## src/rtl/fpmd_pkg.sv

```systemverilog
// Shared types for the Q16.16 multiply/divide unit.
// Operation kinds and the item passed from the front end to the divider pipe.
package fpmd_pkg;

    typedef enum logic [1:0] {
        KIND_MUL_WIDE = 2'd0,
        KIND_DIV      = 2'd1,
        KIND_MUL_DIV  = 2'd2
    } kind_t;

    localparam int unsigned DIV_STEPS_PER_STAGE = 2;
    localparam int unsigned DIV_STAGES          = 64 / DIV_STEPS_PER_STAGE;

    // Numerator is the 64-bit dividend (or product for multiply wide).
    typedef struct packed {
        logic [1:0]         kind;
        logic signed [63:0] num;
        logic signed [31:0] den;
    } fpmd_item_t;

endpackage

```

## src/rtl/fpmd_queue.sv

```systemverilog
// Two-entry queue between the front end and the divider pipe.
// Depends on fpmd_pkg for the item type.
module fpmd_queue
    import fpmd_pkg::*;
(
    input  logic        aclk,
    input  logic        aresetn,
    input  logic        in_valid,
    output logic        in_ready,
    input  fpmd_item_t  in_item,
    output logic        out_valid,
    input  logic        out_ready,
    output fpmd_item_t  out_item
);

    fpmd_item_t mem [2];
    logic [1:0] count_reg;
    logic       wr_ptr_reg;
    logic       rd_ptr_reg;
    logic       push;
    logic       pop;

    assign in_ready  = count_reg != 2'd2;
    assign out_valid = count_reg != 2'd0;
    assign out_item  = mem[rd_ptr_reg];
    assign push      = in_valid && in_ready;
    assign pop       = out_valid && out_ready;

    always_ff @(posedge aclk) begin
        if (!aresetn) begin
            count_reg  <= 2'd0;
            wr_ptr_reg <= 1'b0;
            rd_ptr_reg <= 1'b0;
        end else begin
            if (push) begin
                wr_ptr_reg <= !wr_ptr_reg;
            end
            if (pop) begin
                rd_ptr_reg <= !rd_ptr_reg;
            end
            count_reg <= count_reg + 2'(push) - 2'(pop);
        end
        if (push) begin
            mem[wr_ptr_reg] <= in_item;
        end
    end

endmodule

```

## config.mk

```make
export PLATFORM = sky130hd
export DESIGN_NAME = fpmd_queue
export DESIGN_NICKNAME = d
export VERILOG_FILES = /design/src/rtl/fpmd_pkg.sv /design/src/rtl/fpmd_queue.sv
export SDC_FILE = /design/constraint.sdc
export NUM_CORES = 1
export LEC_CHECK = 0
export BUFFER_PORTS_ARGS = -buffer_cell sky130_fd_sc_hd__buf_2
export CORE_MARGIN = 5
export CORE_UTILIZATION = 50
export DETAILED_ROUTE_END_ITERATION = 10
export GPL_TIMING_DRIVEN = 0
export MAX_ROUTING_LAYER = met4
export PLACE_DENSITY = 0.77
export RECOVER_POWER = 100
export SLEW_MARGIN = 20
export SYNTH_ARGS = -nofsm -noshare
export SYNTH_HDL_FRONTEND = slang
export SYNTH_SLANG_ARGS = --single-unit
```

## constraint.sdc

```tcl
create_clock -name aclk -period 6.5 [get_ports aclk]
set_clock_uncertainty 0.05 [all_clocks]
set_input_delay 0.325 -clock aclk [delete_from_list [all_inputs] [get_ports aclk]]
set_output_delay 0.325 -clock aclk [all_outputs]
set_load 0.01 [all_outputs]
```

==> impl_metrics.yaml <==
clocking:
  cts_tree: "built"
  cts_max_path_buffers: 3
  cts_buffers: 20
  path_clk_slew_ns: 0.06
  cts.sinks: 201
  cts_root_buf: "clkbuf_16"
  post-cts-setup-buffers: 0
  htreeDepth: 1
  clkLatencyLatePin_ns: 0.48
logic_synthesis:
  ys_top_cells_by_count: "196 x edfxtp_1, 97 x mux2_2, 9 x buf_2, 5 x dfxtp_1, 3 x and2_1"
  synth-seq-cells: 201
  synth_area_leaders: "edfxtp_1 80%, mux2_2 15%, dfxtp_1 1.4%, buf_2 0.62%, and2_1 0.26%"
  synth_ff_type: "edfxtp_1"
  seq_area_frac_synth_pct: 81.78
  async_reset_ff_share_pct: 0
  synth_cell_type_count: 26
  synth-edff-count: 196
  syn-num-nets: 437
  avgSynthCellArea_sq_um: 21.91
  yosysTopAreaCell: "edfxtp_1"
  syn-cell-area_sq_mm: 0.007320
  yosys.area.top_type_share_pct: 80.41
  yosysWarnings: 0
  synth_cells: 334
  yosysMostFrequentCell: "edfxtp_1"
sta:
  worst_pin_slew_ns: 2.252
  fin_crit_sh_pct: 55.04
  fin_tns_setup_ns: 0
  min_period_ns: 3.577
  setup_viol: 0
  final_max_slew_viol_count: 92
  maxSlewHeadroom_pct: -50.14
  hold_viol_final: 0
  rsz0062_at_grt: "false"
  max_freq_mhz: 279.5
power:
  p_comb_share_pct: 20.6
  swShare_pct: 25.32
  p_sw_mw: 0.8387
  power_frac_seq_pct: 48.7
  powerDensity_mw_per_mm2: 333.1
  ir_drop_uv: 294.6
  p_int_mw: 2.474
  total_leakage_power_nw: 3.372
  clockPowerShare_pct: 30.8
route:
  postRouteAntennaNets: 0
  post_drt_via_cell_ratio: 4.927
  routedWlPerCell_um: 18.19
  drc: 0
  drt-pass1-iter-count: 4
  wirelength_um: 15510
  vias: 4203
  drt_iter0_markers: 194
flow_run:
  cap_violations: 2
setup_path:
  endpoint_kind: "flip-flop"
  critPathRequiredTime_ns: 6.63
  criticalPathCategory: "flip-flop to flip-flop"
  worst_setup_path_start_kind: "flip-flop"
  path_max_fanout: 53
  worst_ep_arrival_time_ns: 3.71
cells_and_area:
  antenna_cells: 0
  drive_above_1_share_pct: 24.07
  multi_input_area_sq_mm: 0.001269
  syn_to_final_growth_pct: 35.86
  fin_nets: 760
  largest_reg_flops: 196
  stdcell_count: 853
  fillers: 1016
  seqCellArea_sq_mm: 0.005986
floorplan:
  dieArea_sq_mm: 0.01716
  rows: 44
  coreArea_sq_mm: 0.01442
  die_h_um: 131.0
  pin_count: 202
  start_util_pct: 50.75
  dieWidth_um: 131.0
global_routing:
  grt_usage_pct: 18.09
  grt_pass1_wl_um: 23100
  antenna_found_initial: 0
  overflow: 0
  grt_max_degree: 54
  grt_pass1_vias: 4561
worst_hold_path:
  hp-class: "input pin to flip-flop"
status:
  violations: "capacitance limit, slew limit"
  status: "finished with violations"
placed_design:
  gp_congestion: 0.7319
  dp_hpwl_um: 9337
  placed_cells: 721
  io_buffers: 201
-- what timing repair did --
action                                 in CTS  in global routing
endpoints found under the hold margin     196                  0
hold buffers                               98                  0
gates resized for setup                     0                  0
-- through the flow --
step / utilization (%) / hold slack, ns / power [mW] / area (sq um) / setup WS (ns)
finish: 68.95 / 0.06060 / 3.313 / 9945 / 2.923
global route: 68.95 / 0.07930 / 3.469 / 9945 / 2.701
CTS: 70.55 / 0.03232 / 3.390 / 10180 / 4.004
detailed placement: 59.76 / 0.4677 / 2.315 / 8620 / 4.450
global placement: 59.32 / 0.4624 / 2.294 / 8556 / 2.504
floorplan: - / 0.3739 / 2.042 / 7320 / 3.367
-- power groups by stage --
stage | sequential (mW) | combinational (mW) | clock, mW
global placement | 1.64 | 0.656 | 0
global route | 1.62 | 0.739 | 1.11
detailed placement | 1.63 | 0.682 | 0
finish | 1.61 | 0.682 | 1.02
floorplan | 1.63 | 0.413 | 0
CTS | 1.61 | 0.733 | 1.05
-- final cells by class --
class,count,area share (%)
plain buffers,11,0.4152
clock buffers,28,5.549
clock inverters,6,0.2391
inverters,1,0.05033
multi-input cells,121,12.76
flip-flops and latches,201,60.19
well taps,184,2.315
repair buffers,301,18.48
-- worst paths after layout --
kind | from | endpoint | slack (ns) | cells past startpoint
worst max-delay path | count_reg[0] | mem[0][13] | 2.92 | 4
worst min-delay path | aresetn | rd_ptr_reg | 0.06 | 2
worst max register to register | count_reg[0] | mem[0][13] | 2.92 | 4
worst min register to register | wr_ptr_reg | wr_ptr_reg | 0.55 | 2
-- kinds of logic after synthesis --
group / count (synthesis) / synth area share (%)
multiplexers: 98 / 15.08
adder cells (fa/ha/maj): 1 / 0.1709
AND/OR/NAND/NOR: 15 / 1.368
AO/OA/AOI/OAI: 6 / 0.6155
flip-flops: 201 / 81.78
buffers and inverters: 12 / 0.8716
XOR/XNOR: 1 / 0.1197
-- per-layer routing --
metal,global-route usage [%],routed length [um],vias to the layer above
li1,-,-,1977
met1,20.06,5765,2032
met2,32.47,8192,166
met3,4.553,1257,28
met4,4.840,300,0
met5,-,0,-
-- critical path, stage by stage (launching register included) --
cell	delay, ns
dfxtp_1	0.36
nand2b_1	0.22
nand3b_1	0.15
clkinvlp_2	1.67
buf_16	0.80
-- placed cells by master, fill, tap and decap left out, drive strengths merged --
cell type,netlist,final
a21bo,1,1
a21boi,1,1
and2,3,3
and3,3,3
buf,11,39
clkbuf,0,203
clkinv,0,6
clkinvlp,0,1
dfxtp,5,5
dlygate4sd3,0,98
edfxtp,196,196
ha,1,1
mux2,98,98
nand2b,1,1
nand3,1,1
nand3b,1,1
nor2,2,2
nor2b,1,1
nor4bb,1,1
o21ai,2,2
o21ba,1,1
o31ai,1,1
or2,1,1
or4,1,1
xnor2,1,1
Note: power is estimated with default switching activity, not from simulation.
