**src/rtl/fpmd_pkg.sv**
```systemverilog
// Shared types for the Q16.16 multiply/divide unit.
// Operation kinds and the item passed from the front end to the divider pipe.
package fpmd_pkg;

    typedef enum logic [1:0] {
        KIND_MUL_WIDE = 2'd0,
        KIND_DIV      = 2'd1,
        KIND_MUL_DIV  = 2'd2
    } kind_t;

    localparam int unsigned DIV_STEPS_PER_STAGE = 2;
    localparam int unsigned DIV_STAGES          = 64 / DIV_STEPS_PER_STAGE;

    // Numerator is the 64-bit dividend (or product for multiply wide).
    typedef struct packed {
        logic [1:0]         kind;
        logic signed [63:0] num;
        logic signed [31:0] den;
    } fpmd_item_t;

endpackage

```
**src/rtl/fpmd_front.sv**
```systemverilog
// Front end: accepts input beats, decodes the kind and forms dividend/divisor.
// Holds one registered multiply. Depends on fpmd_pkg.
module fpmd_front
    import fpmd_pkg::*;
(
    input  logic         aclk,
    input  logic         aresetn,
    input  logic         in_valid,
    output logic         in_ready,
    input  logic [1:0]   in_kind,
    input  logic [31:0]  in_a,
    input  logic [31:0]  in_b,
    input  logic [31:0]  in_c,
    output logic         out_valid,
    input  logic         out_ready,
    output fpmd_item_t   out_item
);

    logic               valid_reg;
    fpmd_item_t         item_reg;
    fpmd_item_t         item_next;
    logic signed [63:0] product;

    assign in_ready  = !valid_reg || out_ready;
    assign out_valid = valid_reg;
    assign out_item  = item_reg;

    always_comb begin
        product        = 64'(signed'(in_a)) * 64'(signed'(in_b));
        item_next.kind = in_kind;
        if (in_kind == KIND_DIV) begin
            item_next.num = {{16{in_a[31]}}, in_a, 16'd0};
            item_next.den = signed'(in_b);
        end else begin
            item_next.num = product;
            item_next.den = signed'(in_c);
        end
    end

    always_ff @(posedge aclk) begin
        if (!aresetn) begin
            valid_reg <= 1'b0;
        end else if (in_ready) begin
            valid_reg <= in_valid;
        end
        if (in_ready && in_valid) begin
            item_reg <= item_next;
        end
    end

endmodule

```
**config.mk**
```make
export PLATFORM = sky130hd
export DESIGN_NAME = fpmd_front
export DESIGN_NICKNAME = d
export VERILOG_FILES = /design/src/rtl/fpmd_pkg.sv /design/src/rtl/fpmd_front.sv
export SDC_FILE = /design/constraint.sdc
export NUM_CORES = 2
export LEC_CHECK = 0
export ABC_AREA = 0
export BUFFER_PORTS_ARGS = -buffer_cell sky130_fd_sc_hd__buf_4
export CORE_MARGIN = 1
export CORE_UTILIZATION = 59
export CTS_CLUSTER_DIAMETER = 200
export DETAILED_ROUTE_END_ITERATION = 12
export GPL_TIMING_DRIVEN = 1
export PLACE_DENSITY_LB_ADDON = 0.15
export SYNTH_ARGS = -nofsm -noshare
export SYNTH_HDL_FRONTEND = slang
export SYNTH_SLANG_ARGS = --single-unit
export TNS_END_PERCENT = 1
```
**constraint.sdc**
```tcl
create_clock -name aclk -period 17.78 [get_ports aclk]
set_input_delay 0.889 -clock aclk [delete_from_list [all_inputs] [get_ports aclk]]
set_output_delay 0.889 -clock aclk [all_outputs]
set_load 0.03 [all_outputs]
```
==> metrics.txt <==
# TYPE chip_impl_metric gauge
chip_impl_info{name="status",value="finished clean"} 1
chip_impl_metric{name="max-clock-path-buffers",unit=""} 2
chip_impl_metric{name="postSynthNetCount",unit=""} 5547
chip_impl_metric{name="drt_drc_violations_left",unit=""} 0
chip_impl_metric{name="reg2reg_depth",unit=""} 3
chip_impl_metric{name="layout.filler_cells",unit=""} 5708
chip_impl_metric{name="route.final.wire_length",unit="mm"} 105
chip_impl_metric{name="dp_hpwl",unit="mm"} 82.2
chip_impl_info{name="timing.critical_path.to_type",value="flop"} 1
chip_impl_metric{name="gpl.final_weighted_congestion",unit=""} 0.916
chip_impl_metric{name="worst-path-max-fanout",unit=""} 34
chip_impl_metric{name="seq_area_frac_synth",unit=""} 0.0740
chip_impl_metric{name="gr_util_all_layers",unit=""} 0.325
chip_impl_metric{name="timing.clock.skew",unit="ns"} 0.0151
chip_impl_metric{name="numPortBuffers",unit=""} 201
chip_impl_metric{name="synth.top_cell.area_share",unit=""} 0.541
chip_impl_metric{name="synth_cell_types",unit=""} 69
chip_impl_info{name="yosys_most_used_dff",value="edfxtp_1"} 1
chip_impl_info{name="timing.critical_path.mode_cell",value="fa_1"} 1
chip_impl_info{name="worst_setup_path_startpoint",value="in_a[31]"} 1
chip_impl_metric{name="synth_compound_area_frac",unit=""} 0.0409
chip_impl_info{name="post-synth-top-count-cell",value="fa_1"} 1
chip_impl_metric{name="worst-path-buf-inv",unit=""} 6
chip_impl_metric{name="layout_min_cycle_time",unit="ns"} 8.73
chip_impl_metric{name="maxSlewHeadroom",unit=""} 0.320
chip_impl_metric{name="count_of_h_tree_levels_built_during_cts",unit=""} 3
chip_impl_info{name="busiest_layer",value="met2"} 1
chip_impl_metric{name="post-cts-setup-buffers",unit=""} 0
chip_impl_metric{name="antenna_found_initial",unit=""} 6
chip_impl_info{name="worst_setup_path_endpoint",value="out_item[93]"} 1
chip_impl_info{name="critPathTopFamily",value="adder cells"} 1
chip_impl_metric{name="post_synth_and_or_nand_nor_area_fraction",unit=""} 0.160
chip_impl_info{name="ys_top_cells_by_area",value="fa_1 54%, inv_1 8.9%, and2_1 8.1%, edfxtp_1 7.4%, nand2_1 5.9%"} 1
chip_impl_metric{name="met2_usage_in_global_routing",unit=""} 0.554
chip_impl_metric{name="cts.repair.resized",unit=""} 0
chip_impl_info{name="cts_root_buf",value="clkbuf_16"} 1
chip_impl_metric{name="fp.dieH",unit="µm"} 262
chip_impl_metric{name="ant_nets",unit=""} 0
chip_impl_metric{name="overflow",unit=""} 0
chip_impl_metric{name="starting_density_of_the_core",unit=""} 0.596
chip_impl_metric{name="max_freq",unit="GHz"} 0.115
chip_impl_metric{name="worstMarginPinSlew",unit="ns"} 1.02
chip_impl_metric{name="ys_seq_elements",unit=""} 99
chip_impl_metric{name="coreArea",unit="µm²"} 67200
chip_impl_metric{name="maxSlewViolCount",unit=""} 0
chip_impl_metric{name="multiplexer_area_fraction_after_synthesis",unit=""} 0.000250
chip_impl_metric{name="grt.met1_usage",unit=""} 0.435
chip_impl_metric{name="slowest_delay",unit="ns"} 0.86
chip_impl_metric{name="drt_iter0_markers",unit=""} 1612
chip_impl_metric{name="global_routing_met3_resource_utilization",unit=""} 0.0442
chip_impl_info{name="synthDominantAreaCellType",value="fa_1"} 1
chip_impl_metric{name="first_global_vias",unit=""} 31300
chip_impl_metric{name="drv_cap",unit=""} 0
chip_impl_metric{name="hold_violations",unit=""} 0
chip_impl_metric{name="async_s_r_ff_share_synth",unit=""} 0
chip_impl_metric{name="tns",unit="ns"} 0
chip_impl_metric{name="sequential_cell_area",unit="µm²"} 2960
chip_impl_metric{name="layout-drive-gt1-share",unit=""} 0.0600
chip_impl_metric{name="synth_area_per_cell",unit="µm²"} 9.58
chip_impl_metric{name="cp_data_arrival_time",unit="ns"} 8.82
chip_impl_metric{name="synth_warn",unit=""} 0
chip_impl_metric{name="tritoncts_num_sinks",unit=""} 99
chip_impl_metric{name="yosys.area_share.adder",unit=""} 0.599
chip_impl_info{name="setup.worst_path.start_class",value="input pin"} 1
chip_impl_metric{name="avgViaCountPerCell",unit=""} 5.53
chip_impl_info{name="worst_r2r_endpoint",value="out_item[0]"} 1
chip_impl_metric{name="routed-via-count",unit=""} 27900
chip_impl_metric{name="design.die.area",unit="µm²"} 68900
chip_impl_info{name="r2r_start",value="out_valid"} 1
chip_impl_metric{name="syn_area",unit="µm²"} 40000
chip_impl_metric{name="std_cell_rows",unit=""} 95
chip_impl_info{name="synth.top_cells.by_count",value="1,082 x fa_1, 950 x inv_1, 627 x nand2_1, 517 x and2_1, 227 x clkbuf_1"} 1
chip_impl_metric{name="die_w",unit="µm"} 262
chip_impl_info{name="rsz0062_at_grt",value="no"} 1
chip_impl_info{name="worst_hold_class",value="reg -> reg"} 1
chip_impl_metric{name="grt_start_max_net_pins",unit=""} 97
chip_impl_metric{name="post_synth_inst_count",unit=""} 4179
chip_impl_metric{name="multi_input_gate_area_in_the_final_layout",unit="µm²"} 32600
chip_impl_metric{name="path_depth",unit=""} 25
chip_impl_metric{name="drt-wirelength-per-cell",unit="µm"} 20.8
chip_impl_metric{name="fin_crit_sh",unit=""} 0.491
chip_impl_metric{name="area.growth.synth_to_final",unit="%"} 5.17
chip_impl_metric{name="clk_pin_slew",unit="ns"} 0.08
chip_impl_metric{name="final-setup-viol-count",unit=""} 0
chip_impl_metric{name="post_cts_hold_buffer_count",unit=""} 0
chip_impl_metric{name="clock_latency",unit="ns"} 0.38
chip_impl_info{name="synth_top_family_by_area",value="adder cells"} 1
chip_impl_metric{name="synth_edf_count",unit=""} 98
chip_impl_metric{name="synth-xor-area-share",unit=""} 0.0151
chip_impl_info{name="setup.worst_path.class",value="in -> reg"} 1
chip_impl_metric{name="numCtsBuffers",unit=""} 9
chip_impl_metric{name="finish.net_count",unit=""} 5532
chip_impl_metric{name="grt_pass1_wl",unit="mm"} 172
chip_impl_metric{name="cp.required",unit="ns"} 17.87
chip_impl_metric{name="number_of_i_o_pins",unit=""} 202
chip_impl_metric{name="register_to_register_path_setup_slack",unit="ns"} 15.71
chip_impl_info{name="tritoncts_clock_tree",value="done"} 1
chip_impl_metric{name="drtPass1Iterations",unit=""} 5
chip_impl_info{name="slowest_stage",value="fa_1"} 1
[per-stage QoR]
stage               setup slack, ns   util  cell area (µm²)  std cells  hold slack [ns]
finish                         9.05  0.627            42100       5044            0.564
global route                   8.57  0.627            42100       5043            0.610
CTS                            9.06  0.627            42100       5042            0.562
detailed placement             8.67  0.623            41800       5026            0.543
global placement               8.82  0.623            41800       5026            0.536
floorplan                      9.31      -            40000       4179            0.885
[worst min path at each step]
stage	startpoint	endpoint	slack, ns	cells after the start
finish	out_valid	out_valid	0.56	2
global route	out_valid	out_valid	0.61	2
detailed placement	out_valid	out_valid	0.54	2
CTS	out_valid	out_valid	0.56	2
floorplan	out_valid	out_valid	0.88	2
global placement	out_valid	out_valid	0.54	2
[flip-flops by register name, indices dropped and copies added (netlist names)]
| signal | cells |
|---|---|
| out_valid | 1 |
| out_item | 98 |
[placed cells by master, fill, tap and decap left out, types with 3 or more instances in the layout]
master	count
buf_4	205
edfxtp_1	98
and2_1	516
and3_1	5
ha_1	184
o211ai_1	6
a21oi_1	87
a31oi_1	7
o21ai_2	4
o21ai_0	48
o21bai_1	13
xnor2_1	48
inv_1	950
o31ai_1	3
clkbuf_16	9
o21a_1	5
nor2b_1	4
a221o_1	3
o2111ai_1	3
nor3_1	9
nand2b_1	12
nand2_1	627
fa_1	1082
a21boi_0	4
a21o_1	33
or3_1	4
a31o_2	3
nor2_1	95
nand3_1	9
xor2_1	21
nand4_1	14
and4_1	3
[cell type report]
cell class / count / share of cell area
clock buffers: 10 / 0.00544
repair buffers: 205 / 0.0366
flip-flops and latches: 99 / 0.0704
multi-input cells: 2898 / 0.775
well taps: 873 / 0.0259
inverters: 951 / 0.0848
clock inverters: 6 / 0.00137
diodes: 2 / 0.000119
[worst reg2reg max path: cells and delay by family, from the launching register on]
family                 cells  cell delay [ns]
buffers and inverters      1             0.73
AND/OR/NAND/NOR            2             0.62
flip-flops                 1             0.31
[per-layer routing]
metal  share of wire  wire, µm
met3           0.065      6860
met1            0.40     42300
met4           0.032      3390
met5         0.00012        13
met2            0.50     52300
[cells by family after synthesis]
| group | after synthesis |
|---|---|
| DFF | 99 |
| and+or+nand+nor | 1312 |
| buffers and inverters | 1182 |
| xor gates and xnor gates | 69 |
| AOI/OAI and AO/OA | 250 |
| muxes | 1 |
| adders and majority gates | 1266 |
Power is not shown: default switching activity piles up to over one toggle a cycle in this logic, so the estimate is an artifact.
